**config.mk**
```make
export PLATFORM = sky130hd
export DESIGN_NAME = first_fit_segment_allocator
export DESIGN_NICKNAME = d
export VERILOG_FILES = /design/src/rtl/core/ffsa_pkg.sv /design/src/rtl/core/first_fit_segment_allocator.sv
export SDC_FILE = /design/constraint.sdc
export NUM_CORES = 2
export LEC_CHECK = 0
export ABC_AREA = 1
export BUFFER_PORTS_ARGS = -buffer_cell sky130_fd_sc_hd__buf_4
export CAP_MARGIN = 10
export CORE_UTILIZATION = 50
export CTS_BUF_LIST = sky130_fd_sc_hd__clkbuf_8
export CTS_CLUSTER_SIZE = 24
export DETAILED_ROUTE_END_ITERATION = 8
export HOLD_SLACK_MARGIN = 0.15
export PLACE_DENSITY_LB_ADDON = 0.08
export RECOVER_POWER = 50
export SETUP_SLACK_MARGIN = 0.15
export SLEW_MARGIN = 10
export SYNTH_ARGS = -nofsm -noshare
export SYNTH_HDL_FRONTEND = slang
export SYNTH_SLANG_ARGS = --single-unit
```
**constraint.sdc**
```tcl
create_clock -name clk -period 7.5 [get_ports clk]
set_clock_uncertainty 0.2 [all_clocks]
set_input_delay 1.5 -clock clk [delete_from_list [all_inputs] [get_ports clk]]
set_output_delay 1.5 -clock clk [all_outputs]
set_load 0.05 [all_outputs]
```
**src/rtl/core/ffsa_pkg.sv**
```systemverilog
// Package: word types and codes for the first-fit segment allocator.
`default_nettype none
package ffsa_pkg;

    localparam int OFF_W = 20;
    localparam int LEN_W = OFF_W + 1;

    localparam logic [1:0] CMD_ALLOC  = 2'd0;
    localparam logic [1:0] CMD_FREE   = 2'd1;
    localparam logic [1:0] CMD_RESIZE = 2'd2;
    localparam logic [1:0] CMD_UNUSED = 2'd3;

    localparam logic [1:0] ST_OK         = 2'd0;
    localparam logic [1:0] ST_NO_FIT     = 2'd1;
    localparam logic [1:0] ST_TABLE_FULL = 2'd2;
    localparam logic [1:0] ST_NOT_FOUND  = 2'd3;

    typedef struct packed {
        logic [1:0]       command;
        logic [LEN_W-1:0] request_size;
        logic [OFF_W-1:0] block_offset;
        logic             has_block;
    } req_word_t;

    typedef struct packed {
        logic [1:0]       status;
        logic             result_valid;
        logic [OFF_W-1:0] result_offset;
        logic             freed_found;
    } rsp_word_t;

endpackage
`default_nettype wire

```
**src/rtl/core/first_fit_segment_allocator.sv**
```systemverilog
// Top level: first-fit segment allocator with a sequenced segment table.
//
// The pool is kept as an address-ordered table of up to MAX_SEGMENTS
// segments held in one memory with a single read and a single write port.
// A request is handled by a small sequencer that walks the table. The lookup
// scans one entry per cycle (read issued, data back from the registered read
// port), while the table shift for a split or a merge reads and then writes
// each entry that it moves. The time a request takes is therefore set by the
// table size and the memory port. in_ready is low while a request is in
// work. After reset entry 0 is loaded before in_ready rises. Writing the pool
// size while idle resets the table to one free segment at once (a write during
// a request is ignored); no clearing pass is needed since entries at or beyond
// the segment count are never read.
`default_nettype none
module first_fit_segment_allocator #(
    parameter int MAX_SEGMENTS = 64
) (
    input  wire logic                    clk,
    input  wire logic                    rst_n,
    input  wire logic                    cfg_we,
    input  wire logic [20:0]             cfg_wdata,
    input  wire logic                    in_valid,
    output logic                         in_ready,
    input  wire ffsa_pkg::req_word_t     in_data,
    output logic                         out_valid,
    input  wire logic                    out_ready,
    output ffsa_pkg::rsp_word_t          out_data
);
    import ffsa_pkg::*;

    localparam int IW = $clog2(MAX_SEGMENTS);
    localparam int CW = $clog2(MAX_SEGMENTS + 1);
    localparam logic [LEN_W-1:0] POOL_MAX = LEN_W'(1) << OFF_W;

    typedef struct packed {
        logic [OFF_W-1:0] start;
        logic [LEN_W-1:0] len;
        logic             free;
    } seg_t;

    typedef enum logic [10:0] {
        S_IDLE   = 11'b00000000001,
        S_FSCAN  = 11'b00000000010,
        S_FNEXT  = 11'b00000000100,
        S_FPREV  = 11'b00000001000,
        S_RMV    = 11'b00000010000,
        S_ASCAN  = 11'b00000100000,
        S_INS    = 11'b00001000000,
        S_SPLIT  = 11'b00010000000,
        S_RESP   = 11'b00100000000,
        S_RDWAIT = 11'b01000000000,
        S_AFIN   = 11'b10000000000
    } state_t;

    // segment memory
    seg_t mem [MAX_SEGMENTS];
    seg_t rd_q;
    logic [IW-1:0] rd_addr, wr_addr;
    logic wr_en;
    seg_t wr_d;

    always_ff @(posedge clk)
    begin
        if (wr_en)
        begin
            mem[wr_addr] <= wr_d;
        end
        rd_q <= mem[rd_addr];
    end

    state_t state_reg, state_next, ret_reg, ret_next;
    logic [CW-1:0] cnt_reg, cnt_next;
    logic [CW-1:0] idx_reg, idx_next;      // scan / shift pointer
    logic [CW-1:0] tgt_reg, tgt_next;      // found entry index
    logic [CW-1:0] stop_reg, stop_next;    // gap width of removal shift
    logic [LEN_W-1:0] pool_reg, pool_next;
    logic [LEN_W-1:0] acc_reg, acc_next;   // merged length
    seg_t hold_reg, hold_next;
    req_word_t req_reg, req_next;
    rsp_word_t rsp_reg, rsp_next;
    logic rvalid_reg, rvalid_next;         // rd_q holds valid read data (entry idx-1 while scanning)
    logic [LEN_W-1:0] cfg_sat;
    logic init_reg;                        // entry 0 not loaded yet

    assign cfg_sat = (cfg_wdata > POOL_MAX) ? POOL_MAX : cfg_wdata;
    assign in_ready = (state_reg == S_IDLE) && !out_valid && !init_reg && !cfg_we;
    assign out_data = rsp_reg;
    assign out_valid = (state_reg == S_RESP);

    // sequencer
    always_comb
    begin
        state_next = state_reg;
        ret_next = ret_reg;
        cnt_next = cnt_reg;
        idx_next = idx_reg;
        tgt_next = tgt_reg;
        stop_next = stop_reg;
        pool_next = pool_reg;
        acc_next = acc_reg;
        hold_next = hold_reg;
        req_next = req_reg;
        rsp_next = rsp_reg;
        rvalid_next = 1'b0;
        rd_addr = idx_reg[IW-1:0];
        wr_en = 1'b0;
        wr_addr = '0;
        wr_d = '0;
        case (state_reg)
            S_IDLE:
            begin
                if (cfg_we)
                begin
                    pool_next = cfg_sat;
                    cnt_next = CW'(1);
                    wr_en = 1'b1;
                    wr_d = '{start: '0, len: cfg_sat, free: 1'b1};
                end
                else if (init_reg)
                begin
                    wr_en = 1'b1;
                    wr_d = '{start: '0, len: pool_reg, free: 1'b1};
                end
                else if (in_valid && in_ready)
                begin
                    req_next = in_data;
                    rsp_next = '0;
                    idx_next = '0;
                    if ((in_data.command == CMD_FREE || in_data.command == CMD_RESIZE)
                        && in_data.has_block)
                    begin
                        state_next = S_FSCAN;
                    end
                    else if (in_data.command == CMD_ALLOC
                             || in_data.command == CMD_RESIZE)
                    begin
                        state_next = S_ASCAN;
                    end
                    else
                    begin
                        state_next = S_RESP;
                    end
                end
            end
            // free lookup: one entry per cycle, read data registered
            S_FSCAN:
            begin
                rd_addr = idx_reg[IW-1:0];
                if (rvalid_reg && rd_q.start == req_reg.block_offset)
                begin
                    tgt_next = idx_reg - CW'(1);
                    hold_next = rd_q;
                    acc_next = rd_q.len;
                    rsp_next.freed_found = 1'b1;
                    idx_next = idx_reg;  // next entry index = tgt+1
                    state_next = S_FNEXT;
                end
                else if (idx_reg >= cnt_reg)
                begin
                    rsp_next.status = ST_NOT_FOUND;
                    idx_next = '0;
                    state_next = (req_reg.command == CMD_RESIZE) ? S_ASCAN : S_RESP;
                end
                else
                begin
                    idx_next = idx_reg + CW'(1);
                    rvalid_next = 1'b1;
                end
            end
            // read following entry
            S_FNEXT:
            begin
                if (!rvalid_reg)
                begin
                    rd_addr = idx_reg[IW-1:0];
                    rvalid_next = idx_reg < cnt_reg;
                    if (idx_reg >= cnt_reg)
                    begin
                        rd_addr = tgt_reg[IW-1:0] - IW'(1);
                        rvalid_next = 1'b0;
                        state_next = S_FPREV;
                        ret_next = S_IDLE;
                    end
                end
                else
                begin
                    rd_addr = tgt_reg[IW-1:0] - IW'(1);
                    if (rd_q.free)
                    begin
                        acc_next = acc_reg + rd_q.len;
                        ret_next = S_RMV;  // mark: remove tgt+1
                    end
                    else
                    begin
                        ret_next = S_IDLE;
                    end
                    state_next = S_FPREV;
                end
            end
            // previous entry: issue its read here, then merge once the data is back
            S_FPREV:
            begin
                if (!rvalid_reg)
                begin
                    rd_addr = tgt_reg[IW-1:0] - IW'(1);
                    rvalid_next = 1'b1;
                end
                else
                begin
                    if (tgt_reg != '0 && rd_q.free)
                    begin
                        wr_en = 1'b1;
                        wr_addr = tgt_reg[IW-1:0] - IW'(1);
                        wr_d = '{start: rd_q.start, len: rd_q.len + acc_reg, free: 1'b1};
                        // remove tgt (and tgt+1 if merged): shift from there
                        idx_next = tgt_reg;
                        stop_next = (ret_reg == S_RMV) ? CW'(2) : CW'(1);
                    end
                    else
                    begin
                        wr_en = 1'b1;
                        wr_addr = tgt_reg[IW-1:0];
                        wr_d = '{start: hold_reg.start, len: acc_reg, free: 1'b1};
                        idx_next = tgt_reg + CW'(1);
                        stop_next = (ret_reg == S_RMV) ? CW'(1) : CW'(0);
                    end
                    state_next = S_RMV;
                end
            end
            // close gap of stop_reg entries starting at idx: mem[k]=mem[k+stop]
            S_RMV:
            begin
                if (stop_reg == '0 || idx_reg + stop_reg >= cnt_reg)
                begin
                    if (!rvalid_reg)
                    begin
                        cnt_next = cnt_reg - stop_reg;
                        idx_next = '0;
                        state_next = (req_reg.command == CMD_RESIZE) ? S_ASCAN : S_RESP;
                    end
                end
                else if (!rvalid_reg)
                begin
                    rd_addr = IW'(idx_reg + stop_reg);
                    rvalid_next = 1'b1;
                end
                else
                begin
                    wr_en = 1'b1;
                    wr_addr = idx_reg[IW-1:0];
                    wr_d = rd_q;
                    idx_next = idx_reg + CW'(1);
                end
            end
            // first-fit scan
            S_ASCAN:
            begin
                rd_addr = idx_reg[IW-1:0];
                if (req_reg.request_size == '0)
                begin
                    rsp_next.result_valid = 1'b1;
                    state_next = S_RESP;
                end
                else if (rvalid_reg && rd_q.free && rd_q.len >= req_reg.request_size)
                begin
                    tgt_next = idx_reg - CW'(1);
                    hold_next = rd_q;
                    if (rd_q.len == req_reg.request_size)
                    begin
                        state_next = S_AFIN;
                    end
                    else if (cnt_reg >= CW'(MAX_SEGMENTS))
                    begin
                        rsp_next.status = ST_TABLE_FULL;
                        state_next = S_RESP;
                    end
                    else
                    begin
                        idx_next = cnt_reg;
                        state_next = S_INS;
                    end
                end
                else if (idx_reg >= cnt_reg)
                begin
                    rsp_next.status = ST_NO_FIT;
                    state_next = S_RESP;
                end
                else
                begin
                    idx_next = idx_reg + CW'(1);
                    rvalid_next = 1'b1;
                end
            end
            // open a slot: mem[k]=mem[k-1] for k from cnt down to tgt+2
            S_INS:
            begin
                if (idx_reg <= tgt_reg + CW'(1))
                begin
                    state_next = S_SPLIT;
                end
                else if (!rvalid_reg)
                begin
                    rd_addr = IW'(idx_reg - CW'(1));
                    rvalid_next = 1'b1;
                end
                else
                begin
                    wr_en = 1'b1;
                    wr_addr = idx_reg[IW-1:0];
                    wr_d = rd_q;
                    idx_next = idx_reg - CW'(1);
                end
            end
            S_SPLIT:
            begin
                wr_en = 1'b1;
                wr_addr = IW'(tgt_reg + CW'(1));
                wr_d = '{start: hold_reg.start + req_reg.request_size[OFF_W-1:0],
                         len: hold_reg.len - req_reg.request_size, free: 1'b1};
                hold_next.len = req_reg.request_size;
                cnt_next = cnt_reg + CW'(1);
                state_next = S_AFIN;
            end
            S_AFIN:
            begin
                wr_en = 1'b1;
                wr_addr = tgt_reg[IW-1:0];
                wr_d = '{start: hold_reg.start, len: hold_reg.len, free: 1'b0};
                rsp_next.result_valid = 1'b1;
                rsp_next.result_offset = hold_reg.start;
                if (rsp_reg.status != ST_NOT_FOUND)
                begin
                    rsp_next.status = ST_OK;
                end
                state_next = S_RESP;
            end
            S_RESP:
            begin
                if (out_ready)
                begin
                    state_next = S_IDLE;
                end
            end
            default:
            begin
                state_next = S_IDLE;
            end
        endcase
        // a no_fit or table_full status wins over not found and clears result_valid
        if (state_reg == S_ASCAN && state_next == S_RESP && rsp_next.status != ST_OK
            && rsp_next.status != ST_NOT_FOUND)
        begin
            rsp_next.result_valid = 1'b0;
        end
        if (state_reg == S_ASCAN && req_reg.request_size == '0)
        begin
            rsp_next.result_offset = '0;
        end
    end

    always_ff @(posedge clk or negedge rst_n)
    begin
        if (!rst_n)
        begin
            state_reg <= S_IDLE;
            ret_reg <= S_IDLE;
            cnt_reg <= CW'(1);
            pool_reg <= POOL_MAX;
            rvalid_reg <= 1'b0;
        end
        else
        begin
            state_reg <= state_next;
            ret_reg <= ret_next;
            cnt_reg <= cnt_next;
            pool_reg <= pool_next;
            rvalid_reg <= rvalid_next;
        end
    end

    // entry 0 is loaded once after reset
    always_ff @(posedge clk or negedge rst_n)
    begin
        if (!rst_n)
        begin
            init_reg <= 1'b1;
        end
        else if (wr_en && wr_addr == '0)
        begin
            init_reg <= 1'b0;
        end
    end

    always_ff @(posedge clk)
    begin
        idx_reg <= idx_next;
        tgt_reg <= tgt_next;
        stop_reg <= stop_next;
        acc_reg <= acc_next;
        hold_reg <= hold_next;
        req_reg <= req_next;
        rsp_reg <= rsp_next;
    end

    // checks
    a_cnt_range: assert property (@(posedge clk) disable iff (!rst_n)
        cnt_reg <= CW'(MAX_SEGMENTS))
        else $error("segment count overflow");
    a_busy: assert property (@(posedge clk) disable iff (!rst_n)
        (state_reg != S_IDLE) |-> !in_ready)
        else $error("ready while busy");
    a_fail_novalid: assert property (@(posedge clk) disable iff (!rst_n)
        out_valid && (out_data.status == ST_NO_FIT || out_data.status == ST_TABLE_FULL)
        |-> !out_data.result_valid)
        else $error("failed alloc with valid offset");
endmodule
`default_nettype wire

```
==> flow_summary.ini <==
[route]
wl_mm = 412
wl_per_cell_um = 24.2
vias = 94400
drtIter0Drc = 10200
ant_nets = 0
viasPerCell = 5.56
dr.pass1.iters = 9
drc = 0

[global_route]
antenna_found_initial = 15
grt_max_degree = 162
grt.total_usage = 0.306
overflow = 0
grt_pass1_wl_mm = 604
first_global_vias = 90900

[placed_design]
place_inst = 16100
post_dp_cell_area_um2 = 139000
gp_congestion = 0.892
hpwl_mm = 236
portBuffers = 95

[finish]
area_delta_synth_final_pct = 11.2
largest_reg_flops = 2688
final_cells = 17000
drive_above_1_share = 0.0789
nNetsFinal = 13200
design_area_um2 = 147000

[cts]
cts_resized = 0
cts_root_buf = clkbuf_8
clock_sinks = 2918
worstSkewPairLatency_ns = 1.14
clk_pin_slew_ns = 0.05
numCtsBuffers = 485
cts_buffer_depth = 4
post_cts_buffers = 0
cts_tree = done
ctsHtreeMaxLevel = 5

[timing]
fmax_mhz = 147
rsz0062_at_grt = no
finalCritPeriodShare = 0.906
fin_tns_setup_ns = 0
slew_headroom = -0.883
drv_slew = 2489
finalHoldViolations = 0
finalSetupViolCount = 0
worst_slew_pin_slew_ns = 2.83
fin_crit_ns = 6.80

[yosys]
syn_area_um2 = 133000
ys_seq_area_frac = 0.654
synthFlopType = edfxtp_1
avgSynthCellArea_um2 = 10.3
yosysMostFrequentCell = nand3_1
ys_ff_latch = 2918
synth_common_cells = nand3_1 (2913), edfxtp_1 (2810), nand2_1 (2590)
syn_nets = 13100
synth.largest_area_cell = edfxtp_1
ys_top_cells_by_area = edfxtp_1 (64%), nand3_1 (11%), nand2_1 (7.3%)
synth_edf_count = 2810
syn_inst = 12900
synth_top_area_share = 0.636
async_flop_share = 0.0147
yosys_warnings = 0
netlist-cell-type-count = 60

[floorplanning]
row_count = 188
die_w_um = 517
core_region_area_um2 = 263000
initial_core_util = 0.504
die_area_um2 = 267000
pin_count = 96
die_h_um = 517

[worst_setup_path]
slowest_stage = o21ai_1
crit_start = state_reg[4]$_DFF_PN0_
path_cells = nor2_1 -> nand2_1 -> nor2_1 -> nand2_1 -> nor2_4 -> clkbuf_1 -> o21ai_0 -> o21ai_1 -> buf_4
critPathCaptureType = register
startpoint_type = register
worstPathRequired_ns = 8.17
arrival_ns = 7.47
cp_slowest_stage_delay_ns = 2.04
r2r_start = state_reg[4]$_DFF_PN0_
worstPathMaxFanout = 32
crit_type = register to register

[run]
max-cap-violations = 45

[worst_hold_path]
min_from = rd_q[25]$_DFF_P_
hold_class = register to register

[power_and_ir_drop]
p_leak_nw = 62.2
power.density_nw_per_um2 = 233
vdd_ir_drop_max_mv = 0.146

[status]
failed_checks = max-capacitance violations, max-slew violations
status = finished, violations left
==> metal layers <==
metal / vias to the layer above / GRT usage / routed length (um)
li1: 43500 / - / -
met1: 46000 / 0.429 / 174000
met2: 4182 / 0.488 / 190000
met3: 744 / 0.0486 / 35400
met4: 0 / 0.0984 / 12300
met5: - / 0 / 0
==> path summary, 6_finish.rpt <==
kind                       cells after the start  slack [ns]                     end
min in group asynchronous                      2        1.66  state_reg[8]$_DFF_PN0_
max in group asynchronous                      2        3.81  state_reg[6]$_DFF_PN0_
max reg2reg                                    9        0.70    mem[6][16]$_DFFE_PP_
min                                            0        0.26  hold_reg[25]$_DFFE_PP_
min reg2reg                                    0        0.26  hold_reg[25]$_DFFE_PP_
max                                            9        0.70    mem[6][16]$_DFFE_PP_
==> where the power goes <==
part           internal [mW]  switching [mW]
logic                  0.833            2.23
clock network           6.78            6.57
registers               17.8           0.161
total                   25.4            8.96
==> per-stage QoR <==
stage / utilization / power (mW) / setup slack [ns] / hold slack, ns
after detailed placement: 0.528 / 21.4 / 1.06 / 0.245
after CTS: 0.563 / 34.6 / 1.07 / 0.258
after floorplan: - / 20.1 / 1.24 / 0.208
final: 0.561 / 34.4 / 0.702 / 0.257
after global placement: 0.528 / 21.3 / 0.917 / 0.248
after global routing: 0.561 / 35.5 / 0.350 / 0.266
==> area by class of cell <==
type | instances | area (um^2)
fill | 23000 | 116000
clock buffer | 509 | 7010
clock inverter | 380 | 2050
antenna | 5 | 12.5
tap | 3515 | 4400
sequential | 2918 | 86800
inverter | 2362 | 8880
multi-input combinational | 6884 | 34500
timing repair buffer | 404 | 3840
==> critical path: cells and delay by family (launching register included) <==
| family | cells | cell delay, ns |
|---|---|---|
| AO/OA/AOI/OAI | 2 | 2.29 |
| AND/OR/NAND/NOR | 5 | 1.90 |
| buffers and inverters | 2 | 1.74 |
| flip-flops | 1 | 0.40 |
==> cells in the final DEF (no fill, tap or decap), types with 41 or more instances in the layout <==
cell type,synthesis,final
ha_1,118,118
edfxtp_1,2810,2810
clkinv_2,0,41
clkinv_1,6,130
nand2_1,2590,2590
clkbuf_8,0,509
inv_1,2348,2526
nand3b_1,425,425
nand4_1,42,42
o21ai_0,179,175
nor2_1,194,134
a21oi_1,146,146
nand3_1,2913,2913
dfxtp_1,65,65
buf_12,0,86
nor2_4,3,63
buf_4,10,196
clkbuf_1,235,47
==> repair_timing <==
| action | CTS | global route |
|---|---|---|
| hold endpoints to repair | 13 | 0 |
| hold buffers | 1 | 0 |
| endpoints found under the setup margin | 0 | 0 |
==> cells by family after synthesis <==
family / count (synthesis) / share of synthesized area
xor+xnor: 55 / 0.00363
buf+inv: 3075 / 0.0911
other cells: 1 / 0.0000283
simple gates: 6248 / 0.219
compound gates: 457 / 0.0202
flops: 2918 / 0.654
fa+ha+maj: 123 / 0.0119
Power figures use the tool's default switching activity.
